`src/sv/cabn_pkg.sv`:
```
// Shared types and constants for the class-aware box suppression core.
package cabn_pkg;

    localparam int IOU_STAGES = 5;
    localparam logic [15:0] THR_RESET = 16'd29491;

    typedef struct packed {
        logic signed [15:0] box_x;
        logic signed [15:0] box_y;
        logic [15:0]        box_w;
        logic [15:0]        box_h;
        logic [15:0]        score;
        logic [7:0]         class_id;
        logic               last_candidate;
    } cabn_in_t;

    typedef struct packed {
        logic signed [15:0] kept_x;
        logic signed [15:0] kept_y;
        logic [15:0]        kept_w;
        logic [15:0]        kept_h;
        logic [15:0]        kept_score;
        logic [7:0]         kept_class;
        logic               last_kept;
        logic               overflowed;
    } cabn_out_t;

    typedef struct packed {
        logic               vld;
        logic signed [15:0] x;
        logic signed [15:0] y;
        logic [15:0]        w;
        logic [15:0]        h;
        logic [15:0]        score;
        logic [7:0]         cls;
    } cabn_box_t;

    typedef struct packed {
        logic load_en;
        logic rot_en;
    } cabn_cell_ctl_t;

    typedef enum logic {
        ST_LOAD,
        ST_PROC
    } cabn_state_t;

endpackage

```
`src/sv/cabn_iou.sv`:
```
// Pipelined overlap test of one box against the kept box; drops the box on excess overlap.
module cabn_iou (
    input  logic                aclk,
    input  logic                aresetn,
    input  logic                en,
    input  logic [15:0]         thr,
    input  cabn_pkg::cabn_box_t act,
    input  cabn_pkg::cabn_box_t in_box,
    output cabn_pkg::cabn_box_t out_box
);

    cabn_pkg::cabn_box_t b1_reg, b2_reg, b3_reg, b4_reg, b5_reg;
    logic        same1_reg, same2_reg, same3_reg, same4_reg;
    logic [15:0] iw1_reg, ih1_reg, aw1_reg, ah1_reg;
    logic [31:0] inter2_reg, aa2_reg, ab2_reg, inter3_reg, inter4_reg;
    logic [33:0] uni3_reg;
    logic [49:0] prod4_reg;

    logic signed [17:0] ax1, ax2, ay1, ay2, bx1, bx2, by1, by2;
    logic signed [17:0] lx, rx, ly, ry, dx, dy;
    logic [15:0] iw, ih;
    logic        hit;
    cabn_pkg::cabn_box_t b5_next;

    always_comb begin
        ax1 = 18'(act.x);
        ay1 = 18'(act.y);
        bx1 = 18'(in_box.x);
        by1 = 18'(in_box.y);
        ax2 = ax1 + $signed({2'b00, act.w});
        ay2 = ay1 + $signed({2'b00, act.h});
        bx2 = bx1 + $signed({2'b00, in_box.w});
        by2 = by1 + $signed({2'b00, in_box.h});
        lx  = (ax1 > bx1) ? ax1 : bx1;
        ly  = (ay1 > by1) ? ay1 : by1;
        rx  = (ax2 < bx2) ? ax2 : bx2;
        ry  = (ay2 < by2) ? ay2 : by2;
        dx  = rx - lx;
        dy  = ry - ly;
        // overlap never exceeds either width, so 16 bits hold it
        iw  = (rx > lx) ? dx[15:0] : 16'd0;
        ih  = (ry > ly) ? dy[15:0] : 16'd0;
        hit = same4_reg && ({2'b00, inter4_reg, 16'd0} > prod4_reg);
        b5_next = b4_reg;
        if (hit) begin
            b5_next.vld = 1'b0;
        end
    end

    always_ff @(posedge aclk) begin
        if (!aresetn) begin
            b1_reg.vld <= 1'b0;
            b2_reg.vld <= 1'b0;
            b3_reg.vld <= 1'b0;
            b4_reg.vld <= 1'b0;
            b5_reg.vld <= 1'b0;
        end else if (en) begin
            b1_reg     <= in_box;
            same1_reg  <= (in_box.cls == act.cls);
            iw1_reg    <= iw;
            ih1_reg    <= ih;
            aw1_reg    <= act.w;
            ah1_reg    <= act.h;
            b2_reg     <= b1_reg;
            same2_reg  <= same1_reg;
            inter2_reg <= iw1_reg * ih1_reg;
            aa2_reg    <= aw1_reg * ah1_reg;
            ab2_reg    <= b1_reg.w * b1_reg.h;
            b3_reg     <= b2_reg;
            same3_reg  <= same2_reg;
            inter3_reg <= inter2_reg;
            uni3_reg   <= {2'b00, aa2_reg} + {2'b00, ab2_reg} - {2'b00, inter2_reg};
            b4_reg     <= b3_reg;
            same4_reg  <= same3_reg;
            inter4_reg <= inter3_reg;
            prod4_reg  <= thr * uni3_reg;
            b5_reg     <= b5_next;
        end
    end

    assign out_box = b5_reg;

endmodule
```
`config.mk`:
```
export PLATFORM = sky130hd
export DESIGN_NAME = cabn_iou
export DESIGN_NICKNAME = d
export VERILOG_FILES = /design/src/sv/cabn_pkg.sv /design/src/sv/cabn_iou.sv
export SDC_FILE = /design/constraint.sdc
export NUM_CORES = 2
export LEC_CHECK = 0
export BUFFER_PORTS_ARGS = -buffer_cell sky130_fd_sc_hd__buf_2
export CORE_MARGIN = 2
export CORE_UTILIZATION = 63
export CTS_CLUSTER_SIZE = 30
export DETAILED_ROUTE_END_ITERATION = 16
export GPL_TIMING_DRIVEN = 0
export PLACE_DENSITY = 0.81
export SETUP_SLACK_MARGIN = 0.02
export SYNTH_ARGS = -nofsm -noshare
export SYNTH_HDL_FRONTEND = slang
export SYNTH_SLANG_ARGS = --single-unit
```
`constraint.sdc`:
```
create_clock -name aclk -period 28.6 [get_ports aclk]
set_clock_uncertainty 0.05 [all_clocks]
set_input_delay 2.86 -clock aclk [delete_from_list [all_inputs] [get_ports aclk]]
set_output_delay 2.86 -clock aclk [all_outputs]
set_load 0.1 [all_outputs]
```
# ---- Word-level counts from Yosys, hierarchy flattened
# Index checks and enable logic that the tools add are counted.
dict set report word_totals {
  ff_bits 757
  input_bits 197
  out_inout_bits 89
  elab_cells 77
}
dict set report classes {
  add_sub_neg 8
  multipliers 4
  n_lt_le_gt_ge 7
  eq_ne 1
  mux 5
  n_reduce_logical 2
}
# operator count
set op_table {}
lappend op_table {{$mul A16 B16 Y32} 3}
lappend op_table {{$add A16 B17 Y18} 4}
lappend op_table {{$mux W18} 4}
lappend op_table {{$gt A48 B50 Y1} 1}
lappend op_table {{$mul A16 B34 Y50} 1}
lappend op_table {{$gt A18 B18 Y1} 2}
lappend op_table {{$lt A18 B18 Y1} 2}
lappend op_table {{$sub A33 B32 Y34} 1}
lappend op_table {{$add A32 B32 Y33} 1}
lappend op_table {{$gt A16 B16 Y1} 2}
lappend op_table {{$sub A16 B16 Y16} 2}
lappend op_table {{$eq A8 B8 Y1} 1}
lappend op_table {{$reduce_and A2 Y1} 1}
lappend op_table {{$logic_and A1 B1 Y1} 1}
lappend op_table {{$mux W1} 1}

# ---- Longest topological paths before layout
dict set report depth {
  ltp_word 4
  ltp_mapped 38
  depth_no_buf 36
}

# ---- Worst setup path after synthesis
# OpenSTA, ideal clock, no wires.
dict set report synth_path {
  kind {input to register}
  start {input en}
  end {register b5_reg, in the netlist out_box[88]}
  t_arrival_ns 22.736
  required_time_ns 28.411
  slack_ns 5.675
  path_stages 4
  cell_sequence {clkbuf_1 and2_1 o311ai_0 o21ai_0}
}
# item line
set synth_lines {}
lappend synth_lines {{start, declared} cabn_iou.sv:5} ;# input logic en,
lappend synth_lines {{end signal, assigned} cabn_iou.sv:77} ;# b5_reg <= b5_next;
lappend synth_lines {{end, declared} cabn_iou.sv:12} ;# cabn_pkg::cabn_box_t b1_reg, b2_reg, b3_reg, b4_reg, b5_reg;

# ---- Worst setup path after layout
dict set report layout_path {
  start {input act[40] (netlist bit)}
  end {register iw1_reg[14] (data pin)}
}
dict set report layout_between {
  elab_chain_len 4
  elab_cells_between_ends 5
  cone_classes {add/sub: 2; order compare: 2; mux: 1}
}
# item line
set layout_rtl {}
lappend layout_rtl {{start, declared} cabn_iou.sv:7} ;# input cabn_pkg::cabn_box_t act,
lappend layout_rtl {{$add A16 B17 Y18 (*)} cabn_iou.sv:30} ;# ax2 = ax1 + $signed({2'b00, act.w});
lappend layout_rtl {{$lt A18 B18 Y1} cabn_iou.sv:36} ;# rx = (ax2 < bx2) ? ax2 : bx2;
lappend layout_rtl {{$mux W18 (*)} cabn_iou.sv:36}
lappend layout_rtl {{$sub A16 B16 Y16 / $gt A18 B18 Y1 (equally long branches)} {cabn_iou.sv:38, cabn_iou.sv:41}}
lappend layout_rtl {{end signal, assigned} cabn_iou.sv:60} ;# iw1_reg <= iw;
lappend layout_rtl {{end, declared} cabn_iou.sv:14} ;# logic [15:0] iw1_reg, ih1_reg, aw1_reg, ah1_reg;
# Every way passes the cells marked *; elsewhere a longest branch is shown, timed or not.
# A chain may end at the register's enable or synchronous reset.

==> impl_results.md <==
- Status: complete, no violations
- Worst path required time: 28.92 ns
- CTS Buf Count: 81
- Period minus WS final: 10.63 ns
- Top FF cell, synth: edfxtp_1
- Largest net degree at the start of global routing: 76
- H-Tree Level Count: 3
- Area grow syn2layout: 8.42%
- CTS resizes: 0
- # rows: 126
- DP HPWL: 159000 um
- CP arrival: 10.95 ns
- Final worst slack: 17.97 ns
- Synth area leader: edfxtp_1
- Syn nets: 8994
- Core area: 118000 um2
- Reg2Reg Setup Slack: 20.43 ns
- Initial antenna violation count: 6
- CP Launch Type: input pin
- Final WL: 195000 um
- HP Class: flop to flop
- Clk slew on worst S/H paths: 0.09 ns
- Most common cell on crit path: o21ai_0
- Final hold violations: 0
- Die width: 349 um
- Final period util: 37.2%
- CP Max Fanout: 10
- Met1 Wirelength: 73800 um
- Fin. max-slew vios: 0
- Postcts setup bufs: 0
- End-of-flow core utilization: 68.9%
- Layout cell share with drive strength beyond 1: 6.27%
- Setup Viol. Count Final: 0
- Nets: 9355
- Final instance area: 81300 um2
- Met3 WL post-DR: 16100 um
- DR iter-0 viols: 3910
- CTS sink count: 757
- IO buf count: 267
- RSZ-0062 raised after global routing: no
- Ports: 286
- Highest Signal Layer: met5
- Worst path slowest cell: nor3b_1
- Clock Path Buffers: 3
- Remaining DRCs: 0
- Vias: 51286
- F_max: 94.1 MHz
- WP buf/inv: 4
- Hold path depth: 0
- CP delay by family, top: compound AO/OA/AOI/OAI gates
- Die Y: 349 um
- Drt via density: 5.68
- Levels on crit path: 36
- Setup tns final: 0 ns
- Post-Syn Area: 75000 um2
- Clock Latency Late Sink: 0.73 ns
- Cell Area, Placed: 78600 um2
- # hold bufs at CTS: 0
- Area contributors post-synth: edfxtp_1 30%, fa_1 28%, ha_1 11%, inv_1 7.5%, nand2_1 4.8%
- Global route overflow: 0
- Async set-reset flop share out of synthesis: 0%
- Worst Reg-to-Reg Cells: 26
- Worst path max stage delay: 0.69 ns
- Post-DR wirelength/cell: 21.6 um
- Setup WS pre-CTS: 17.35 ns
- TritonCTS clock tree: yes
- Die ar.: 122000 um2
- Initial DRT Pass Iterations: 6
- Unique masters post-synth: 84
- Seq cells post-synth: 757
- CTS root buffer: clkbuf_16
- Max cap viols: 0
- Crit. End Element: flop
- Met2 routed WL: 90800 um
- Syn avg cell area: 10.6 um2
- Most numerous cell in the Yosys netlist: inv_1
- Detail Route Antenna Nets: 0
- Post-synth EDFFs: 752
- GRT Overall Usage: 33.3%
- Initial Util: 63.5%
- Ys Warns: 0
- Number of global-route vias before repair: 54689
- Share of the synthesized area in the top cell type: 30.1%
- Crit Path Class: input pin to flop
- Seq/Total Area, Yosys: 30.2%
- RePlAce Congestion: 1.01
- Global-route wire length before repair: 306000 um
- Post-Syn Instances: 7066
- Worst slew pin tran: 1.02 ns
- Commonest cells in the netlist: 1504 x inv_1, 1066 x fa_1, 959 x nand2_1
- Rel. slew slack: 32.3%
-- placed cells by master (no fill, tap or decap), drive strengths merged, types with 83 or more instances in the layout --
master | Yosys | layout
a21o | 117 | 117
xnor2 | 160 | 160
fa | 1066 | 1066
buf | 15 | 293
o21ai | 134 | 134
and2 | 456 | 456
nand2 | 959 | 959
xor2 | 83 | 83
ha | 665 | 665
edfxtp | 752 | 752
a21oi | 222 | 222
inv | 1504 | 1515
nor2 | 154 | 154
clkbuf | 189 | 277
-- worst register-to-register path: cells and delay by family, from the launching register on --
kind	cells	cell delay, ns
xor gates and xnor gates	1	0.08
adders and majority gates	7	3.46
DFF	1	0.74
AOI/OAI and AO/OA	8	1.96
and+or+nand+nor	3	0.56
buffers and inverters	7	1.09
-- cell families (layout without fill, tap and decap cells) --
logic type / Yosys count / after routing / synth area share [%]
xor gates and xnor gates: 243 / 243 / 2.86
buffers and inverters: 1708 / 2135 / 8.59
muxes: 73 / 73 / 0.998
other: 0 / 4 / 0
DFF: 757 / 757 / 30.2
AOI/OAI and AO/OA: 702 / 702 / 6.10
adders and majority gates: 1732 / 1732 / 39.6
and+or+nand+nor: 1851 / 1851 / 11.7
-- through the flow --
| step | std cells | hold slack, ns |
|---|---|---|
| final | 9033 | 0.348 |
| after global routing | 9029 | 0.359 |
| after CTS | 9029 | 0.347 |
| after floorplan | 7066 | 0.350 |
| after detailed placement | 8880 | 0.355 |
| after global placement | 8869 | 0.350 |
-- final cells by class --
class | instances | area [um2]
buffer | 204 | 798
inverter | 1504 | 5650
clock buffer | 88 | 2050
fill | 8738 | 36800
multi-input combinational | 4601 | 45900
antenna | 4 | 10.0
clock inverter | 61 | 693
tap | 1536 | 1920
timing repair buffer | 278 | 1630
sequential | 757 | 22700
-- path summary, 6_finish.rpt --
| path | startpoint | end |
|---|---|---|
| min reg2reg | b2_reg[24]$_DFFE_PP_ | b3_reg[24]$_DFFE_PP_ |
| max reg2reg | uni3_reg[14]$_DFFE_PP_ | prod4_reg[45]$_DFFE_PP_ |
| max | act[40] | iw1_reg[14]$_SDFFCE_PP0P_ |
| min | b2_reg[24]$_DFFE_PP_ | b3_reg[24]$_DFFE_PP_ |
-- per-layer routing --
| metal | vias to the layer above | track usage (%) |
|---|---|---|
| met1 | 25473 | 41.2 |
| met2 | 2219 | 53.7 |
| li1 | 23018 | - |
| met5 | - | 0 |
| met4 | 8 | 21.8 |
| met3 | 568 | 6.51 |
Power is left out: the tool's default activity adds up to more than one toggle a clock period on the data nets, which glitch-free logic cannot reach.
