--- src/sv/cabn_pkg.sv ---
// Shared types and constants for the class-aware box suppression core.
package cabn_pkg;

    localparam int IOU_STAGES = 5;
    localparam logic [15:0] THR_RESET = 16'd29491;

    typedef struct packed {
        logic signed [15:0] box_x;
        logic signed [15:0] box_y;
        logic [15:0]        box_w;
        logic [15:0]        box_h;
        logic [15:0]        score;
        logic [7:0]         class_id;
        logic               last_candidate;
    } cabn_in_t;

    typedef struct packed {
        logic signed [15:0] kept_x;
        logic signed [15:0] kept_y;
        logic [15:0]        kept_w;
        logic [15:0]        kept_h;
        logic [15:0]        kept_score;
        logic [7:0]         kept_class;
        logic               last_kept;
        logic               overflowed;
    } cabn_out_t;

    typedef struct packed {
        logic               vld;
        logic signed [15:0] x;
        logic signed [15:0] y;
        logic [15:0]        w;
        logic [15:0]        h;
        logic [15:0]        score;
        logic [7:0]         cls;
    } cabn_box_t;

    typedef struct packed {
        logic load_en;
        logic rot_en;
    } cabn_cell_ctl_t;

    typedef enum logic {
        ST_LOAD,
        ST_PROC
    } cabn_state_t;

endpackage

--- src/sv/cabn_cell.sv ---
// One cell of the sorted box chain: insert by score while loading, shift while rotating.
module cabn_cell (
    input  logic                    aclk,
    input  logic                    aresetn,
    input  cabn_pkg::cabn_cell_ctl_t ctl,
    input  cabn_pkg::cabn_box_t     new_box,
    input  cabn_pkg::cabn_box_t     left_box,
    input  logic                    left_gt,
    input  cabn_pkg::cabn_box_t     right_box,
    output cabn_pkg::cabn_box_t     box,
    output logic                    gt
);

    cabn_pkg::cabn_box_t box_reg;
    cabn_pkg::cabn_box_t box_next;

    // strict compare keeps equal scores in load order
    assign gt  = !box_reg.vld || (new_box.score > box_reg.score);
    assign box = box_reg;

    always_comb begin
        box_next = box_reg;
        if (ctl.rot_en) begin
            box_next = right_box;
        end else if (ctl.load_en) begin
            if (left_gt) begin
                box_next = left_box;
            end else if (gt) begin
                box_next = new_box;
            end
        end
    end

    always_ff @(posedge aclk) begin
        if (!aresetn) begin
            box_reg.vld <= 1'b0;
        end else begin
            box_reg <= box_next;
        end
    end

endmodule

--- config.mk ---
export PLATFORM = sky130hd
export DESIGN_NAME = cabn_cell
export DESIGN_NICKNAME = d
export VERILOG_FILES = /design/src/sv/cabn_pkg.sv /design/src/sv/cabn_cell.sv
export SDC_FILE = /design/constraint.sdc
export NUM_CORES = 1
export LEC_CHECK = 0
export ABC_AREA = 1
export ABC_CLOCK_PERIOD_IN_PS = 11600
export CAP_MARGIN = 20
export CORE_AREA = 2 2 141 143
export DETAILED_ROUTE_END_ITERATION = 7
export DIE_AREA = 0 0 143 145
export DONT_BUFFER_PORTS = 1
export PLACE_DENSITY = 0.42
export SETUP_SLACK_MARGIN = 0.15
export SLEW_MARGIN = 15
export SYNTH_ARGS = -nofsm -noshare
export SYNTH_HDL_FRONTEND = slang
export SYNTH_SLANG_ARGS = --single-unit
--- constraint.sdc ---
create_clock -name aclk -period 11.6 [get_ports aclk]
set_input_delay 1.74 -clock aclk [delete_from_list [all_inputs] [get_ports aclk]]
set_output_delay 1.74 -clock aclk [all_outputs]
set_load 0.05 [all_outputs]
# Word-level counts from Yosys, hierarchy flattened
# Index checks and enable logic that the tools add are counted.
# word_totals
elab_cells	18
in_bits	272
ff_bits	89
out_inout_bits	90
# op_classes
order_cmp	1
mux	4
reduce_logical	6
# op_table
cell	n
two-way mux 89 bit	4
greater-than comparator 16 bit	1
AND reduction 3 bit	1
nonzero test 3 bit	1
AND reduction 2 bit	1
nonzero test 2 bit	1
logical NOT 1 bit	1
logical OR 1 bit	1

# Longest topological paths before layout
# Gate-level depths: netlist of the first run.
# logic_depth
ltp_word	6
ltp_mapped	16
mapped_depth_nobuf	16

# Worst setup path before layout of the first run
# OpenSTA, ideal clock, no wires.
# synth_path
kind	in2reg
start	input port new_box[23] in the netlist's numbering
end	register box_reg (netlist bit box[0]) (enable)
setup_slack_ns	4.792
setup_ns	0.536
required_time_ns	11.064
t_arrival_ns	6.272
path_buffers	0
stages	9
path_cell_list	ha_1 > nand2_2 > nor3_2 > nand2_1 > nand2_1 > nand2_2 > nand3_2 > nand2_1 > nor2_1
# synth_between
elab_chain_len	4
# synth_lines
item	line_no	text
start, declared	cabn_cell.sv:6	input cabn_pkg::cabn_box_t new_box,
greater-than comparator 16 bit	cabn_cell.sv:18	assign gt = !box_reg.vld || (new_box.score > box_reg.score);
logical OR 1 bit	cabn_cell.sv:18	
nonzero test 3 bit (no line)	n/a	
AND reduction 3 bit (no line)	n/a	
end signal, assigned	cabn_cell.sv:38	box_reg <= box_next;
end, declared	cabn_cell.sv:14	cabn_pkg::cabn_box_t box_reg;
# Every way passes these cells.
# A chain may end at the register's enable or synchronous reset.

# Final worst setup path of the first run
# layout_path
start	input port new_box[23] in the netlist's numbering
end	output port gt
# layout_between
elab_chain_len	2
# layout_lines
item	line_no	text
greater-than comparator 16 bit	cabn_cell.sv:18	
logical OR 1 bit	cabn_cell.sv:18	
end, declared	cabn_cell.sv:11	output logic gt
# Every way passes these cells.

==> results of run 1 <==
[cell usage in the layout, fill, tap and decap left out, types with 2 or more instances in the layout]
master,count
buf_4,2
edfxtp_1,88
nand3_2,2
inv_1,23
nand3_1,3
ha_1,16
nand2_2,2
clkbuf_16,9
nand2_1,110
clkinvlp_4,2
a21oi_1,182
clkinv_2,3
nor2_1,94
[area by class of cell]
class / count / area share, %
well taps: 265 / 6.18
inverters: 25 / 1.82
flip-flops and latches: 89 / 49.6
multi-input cells: 417 / 37.0
repair buffers: 2 / 0.280
clock inverters: 6 / 0.793
clock buffers: 10 / 4.27
[critical path, stage by stage]
cell and delay, ns:
ha_1 0.30, a21oi_1 0.16, o21ai_0 0.12, a21oi_1 0.14
nand2_1 0.08, nand2_2 0.09, nand2_1 0.32
[logic make-up after synthesis]
family                     after synthesis  synth area share, %
and+or+nand+nor                        216                 17.1
adders and majority gates               16                 4.05
buffers and inverters                   63                 6.17
AOI/OAI and AO/OA                      185                 18.8
DFF                                     89                 53.8
[per-stage QoR]
step | instance area [µm²] | setup slack [ns]
CTS | 5360 | 6.90
detailed placement | 5090 | 6.90
floorplan | 4950 | 4.79
global route | 5360 | 6.81
global placement | 5090 | 6.90
finish | 5360 | 6.91
[worst max path at each step]
stage | start | endpoint | slack (ns) | depth (start not counted)
finish | new_box[23] | gt | 6.91 | 7
global route | new_box[11] | gt | 6.81 | 11
CTS | new_box[23] | gt | 6.90 | 7
detailed placement | new_box[23] | gt | 6.90 | 7
global placement | new_box[23] | gt | 6.90 | 7
floorplan | new_box[23] | box[0] | 4.79 | 9
[metal layers]
layer | track usage [%] | part of all wire [%] | vias to the layer above | wire, µm
li1 | - | - | 1907 | -
met1 | 15.6 | 37 | 1857 | 5590
met3 | 5.31 | 9.4 | 20 | 1400
met2 | 23.9 | 51 | 236 | 7620
met4 | 5.50 | 2.2 | 0 | 325
met5 | 0 | 0 | - | 0
[power groups by stage]
stage               clock network, mW  logic (mW)  registers (mW)
global route                    0.296      0.0959           0.480
detailed placement                  0      0.0835           0.485
CTS                             0.283      0.0834           0.479
finish                          0.270      0.0819           0.478
global placement                    0      0.0814           0.486
floorplan                           0      0.0752           0.481
==> flow_metrics.py, run 1 <==
metrics = {
    "outcome": {
        "status": "finished, final reports clean",
    },
    "timing": {
        "fmax_ghz": 0.213,
        "hold_slack_ns": 0.868,
        "final_hold_viol_count": 0,
        "drv_slew": 0,
        "period_share_pct": 40.4,
        "tightest_slew_ns": 0.944,
        "rsz0062_at_grt": "false",
        "fin_tns_setup_ns": 0,
        "relSlewSlack_pct": 37.1,
        "min_period_ns": 4.69,
        "finalClockSkew_ns": 0.00817,
        "setup_viol": 0,
    },
    "yosys": {
        "ys_seq_area_share_pct": 53.8,
        "syn_nets": 857,
        "ys_warn_count": 0,
        "netlist.area_leader.share_pct": 53.4,
        "synthCells": 569,
        "yosysTopAreaCell": "edfxtp_1",
        "yosysMostFrequentCell": "a21oi_1",
        "synth-edff-count": 88,
        "synthFlopType": "edfxtp_1",
        "ys_ff_latch": 89,
        "synth_commonest_cells": "a21oi_1, nand2_1, nor2_1, edfxtp_1, inv_1",
        "syn-cell-area_mm2": 0.00495,
        "synth.area.top_cells": "edfxtp_1, a21oi_1, nand2_1",
        "ys_types": 23,
        "async_flop_share_pct": 0,
        "avgSynthCellArea_um2": 8.69,
    },
    "worst_setup_path": {
        "worstSetupStartpointType": "input port",
        "worstReg2RegEnd": "box[82]",
        "required_ns": 9.86,
        "r2r_cells": 15,
        "cp_max_fo": 2,
        "reg2reg_from": "box[11]",
        "r2r_slack_ns": 8.00,
        "worstSetupPathType": "in2out",
        "critPathArrivalTime_ns": 2.95,
        "cp-end-kind": "output pin",
    },
    "cells_and_area": {
        "register_area_mm2": 0.00266,
        "drive_gt1_share_pct": 5.10,
        "fin_nets": 832,
        "syn_to_final_growth_pct": 8.45,
        "antennaDiodeCount": 0,
        "fin_cells": 814,
        "largest_reg_flops": 89,
        "fin_util_pct": 27.9,
        "multi_input_area_mm2": 0.00199,
        "fillers": 2032,
    },
    "die": {
        "core.rowCount": 51,
        "die_y_um": 145,
        "die_x_um": 143,
        "ios": 362,
        "initial_core_util_pct": 25.8,
        "core_mm2": 0.0192,
        "die_area_mm2": 0.0207,
    },
    "job": {
        "maxCapViolations": 0,
    },
    "place": {
        "dpl.hpwl_um": 10700,
        "gp_congestion": 0.817,
        "dp.cells": 798,
        "portBuffers": 0,
    },
    "hold_path": {
        "hold-path-endpoint": "box[88]",
        "min_path_cells": 4,
        "hp-start": "box[88]",
        "hp-class": "reg2reg",
    },
    "power_and_ir_drop": {
        "power_frac_seq_pct": 57.6,
        "ir_worst_vdd_v": 0.0000615,
        "intPower_mw": 0.562,
        "swShare_pct": 32.2,
        "total_power_mw": 0.830,
        "pwr_density_cell_mw_per_mm2": 155,
        "p_sw_mw": 0.267,
        "p_leak_nw": 1.98,
        "p_comb_share_pct": 9.9,
        "clkPwrFrac_pct": 32.5,
    },
    "cts": {
        "hold_buffers": 0,
        "post_cts_buffers": 0,
        "cts_made_buffers": 9,
        "clkSinkCount": 89,
        "clk_pin_slew_ns": 0.07,
        "h-tree-depth": 3,
        "clockRootBuffer": "clkbuf_16",
        "post_cts_resized": 0,
        "clock_path_buffers": 2,
        "cts_tree": "built",
        "worstSkewPairLatency_ns": 0.34,
    },
    "route": {
        "drt_pass1_iterations": 6,
        "wirelength_um": 14900,
        "drt_iter0_markers": 246,
        "wl_per_cell_um": 18.4,
        "ant_nets": 0,
        "detail_route.drc_violations": 0,
        "vias": 4020,
        "viasPerCell": 4.94,
    },
    "global_route": {
        "antenna_found_initial": 0,
        "overflow": 0,
        "grt_first_pass_wirelength_um": 22300,
        "grt_usage_pct": 14.0,
        "grt_start_max_net_pins": 92,
        "grt_pass1_vias": 3998,
    },
}
Power figures use the tool's default switching activity.
==> run 2, diff against run 1 <==
Settings changed: ABC_CLOCK_PERIOD_IN_PS 11600 to 4000, CORE_AREA 2 2 141 143 to 2 2 139 141, DIE_AREA 0 0 143 145 to 0 0 141 143, PLACE_DENSITY 0.42 to 0.44.
Clock period 11.6 ns to 4 ns, I/O delays scaled along.
==> flow_metrics.py, run 2 (synthesized netlist as in run 1, its figures left out) <==
metrics = {
    "cells_and_area": {
        "largest_reg_flops": 89,
        "drive_gt1_share_pct": 5.27,
        "fin_util_pct": 28.7,
        "antennaDiodeCount": 0,
        "layout_common_cells": "a21oi_1, nand2_1, nor2_1, edfxtp_1, inv_1",
        "fin_nets": 833,
        "final_common_cell": "a21oi_1",
        "syn_to_final_growth_pct": 7.97,
        "fin_cells": 784,
    },
    "hold_path": {
        "hp-class": "in2reg",
        "min_path_cells": 4,
        "hold-path-endpoint": "box[88]",
        "hp-start": "right_box[88]",
    },
    "die": {
        "initial_core_util_pct": 26.6,
        "die_x_um": 141,
        "ios": 362,
        "die_y_um": 143,
        "die_area_mm2": 0.0202,
        "core_mm2": 0.0186,
        "core.rowCount": 50,
    },
    "global_route": {
        "antenna_found_initial": 0,
        "grt_start_max_net_pins": 92,
        "grt_usage_pct": 14.1,
        "grt_first_pass_wirelength_um": 21500,
        "overflow": 0,
        "grt_pass1_vias": 3894,
    },
    "place": {
        "dp.cells": 768,
        "dpl.hpwl_um": 11200,
        "gp_congestion": 0.832,
        "portBuffers": 0,
    },
    "power_and_ir_drop": {
        "pwr_density_cell_mw_per_mm2": 458,
        "total_power_mw": 2.45,
        "p_leak_nw": 1.99,
        "ir_worst_vdd_v": 0.000173,
    },
    "cts": {
        "post_cts_buffers": 0,
        "worstSkewPairLatency_ns": 0.35,
        "h-tree-depth": 3,
        "cts_made_buffers": 9,
        "cts_tree": "built",
        "clockRootBuffer": "clkbuf_16",
        "clkSinkCount": 89,
        "clock_path_buffers": 2,
        "hold_buffers": 0,
        "clk_pin_slew_ns": 0.07,
        "post_cts_resized": 0,
    },
    "timing": {
        "tightest_slew_ns": 0.923,
        "final_hold_viol_count": 0,
        "fin_tns_setup_ns": 0,
        "min_period_ns": 2.92,
        "setup_viol": 0,
        "fmax_ghz": 0.342,
        "drv_slew": 0,
        "finalClockSkew_ns": 0.0177,
        "rsz0062_at_grt": "false",
        "relSlewSlack_pct": 38.4,
        "period_share_pct": 73.1,
    },
    "route": {
        "vias": 4023,
        "drt_pass1_iterations": 4,
        "viasPerCell": 5.13,
        "drt_iter0_markers": 172,
        "wl_per_cell_um": 19.5,
        "detail_route.drc_violations": 0,
        "ant_nets": 0,
        "wirelength_um": 15300,
    },
    "job": {
        "maxCapViolations": 0,
    },
    "worst_setup_path": {
        "required_ns": 3.40,
        "cp-end-kind": "output pin",
        "worstSetupPathType": "reg2out",
        "worstReg2RegEnd": "box[68]",
        "worstSetupStartpointType": "flip-flop",
        "reg2reg_from": "box[23]",
        "r2r_cells": 11,
        "critPathArrivalTime_ns": 2.32,
        "r2r_slack_ns": 1.10,
        "cp_max_fo": 3,
    },
    "outcome": {
        "status": "finished, final reports clean",
    },
}
run 2: worst max path at each step:
stage	slack (ns)	end	startpoint	cells after the start
finish	1.08	gt	box[23]	8
floorplan	0.68	box[0]	box[23]	10
global placement	1.12	box[71]	box[19]	11
CTS	1.02	gt	box[23]	8
global route	0.83	box[68]	box[19]	11
detailed placement	1.08	box[69]	box[23]	11
run 2: metrics by stage:
stage	hold WS, ns	area (µm²)	setup slack (ns)
2_1_floorplan	0.792	4950	0.684
3_3_place_gp	0.822	5060	1.12
3_5_place_dp	0.825	5060	1.08
4_1_cts	0.464	5340	1.02
5_1_grt	0.474	5340	0.827
6_report	0.477	5340	1.08
run 2: area by class of cell:
| class | count | area (µm²) |
|---|---|---|
| repair buffers | 3 | 22.5 |
| multi-input cells | 417 | 1990 |
| inverters | 25 | 97.6 |
| clock inverters | 6 | 50.0 |
| fillers | 1988 | 13200 |
| well taps | 234 | 293 |
| flip-flops and latches | 89 | 2660 |
| clock buffers | 10 | 229 |
run 2: worst max-delay path, stage by stage (launching register included):
cell and delay [ns]:
edfxtp_1 0.67, inv_1 0.10, ha_1 0.32, nand2_2 0.08, nor3_2 0.21, nand2_1 0.08
nand2_1 0.07, nand2_2 0.06, nand2_1 0.39
run 2: report_power, final:
group | internal [mW] | switching, mW | total, mW
logic | 0.0866 | 0.154 | 0.241
clock network | 0.431 | 0.389 | 0.820
registers | 1.12 | 0.264 | 1.39
total | 1.64 | 0.807 | 2.45
run 2: routing by layer:
| layer | up-vias | track usage [%] | routed length, µm |
|---|---|---|---|
| met5 | - | 0 | 0 |
| met4 | 0 | 4.89 | 280 |
| met3 | 18 | 5.33 | 1470 |
| met2 | 268 | 25.0 | 7750 |
| met1 | 1835 | 15.6 | 5770 |
| li1 | 1902 | - | - |
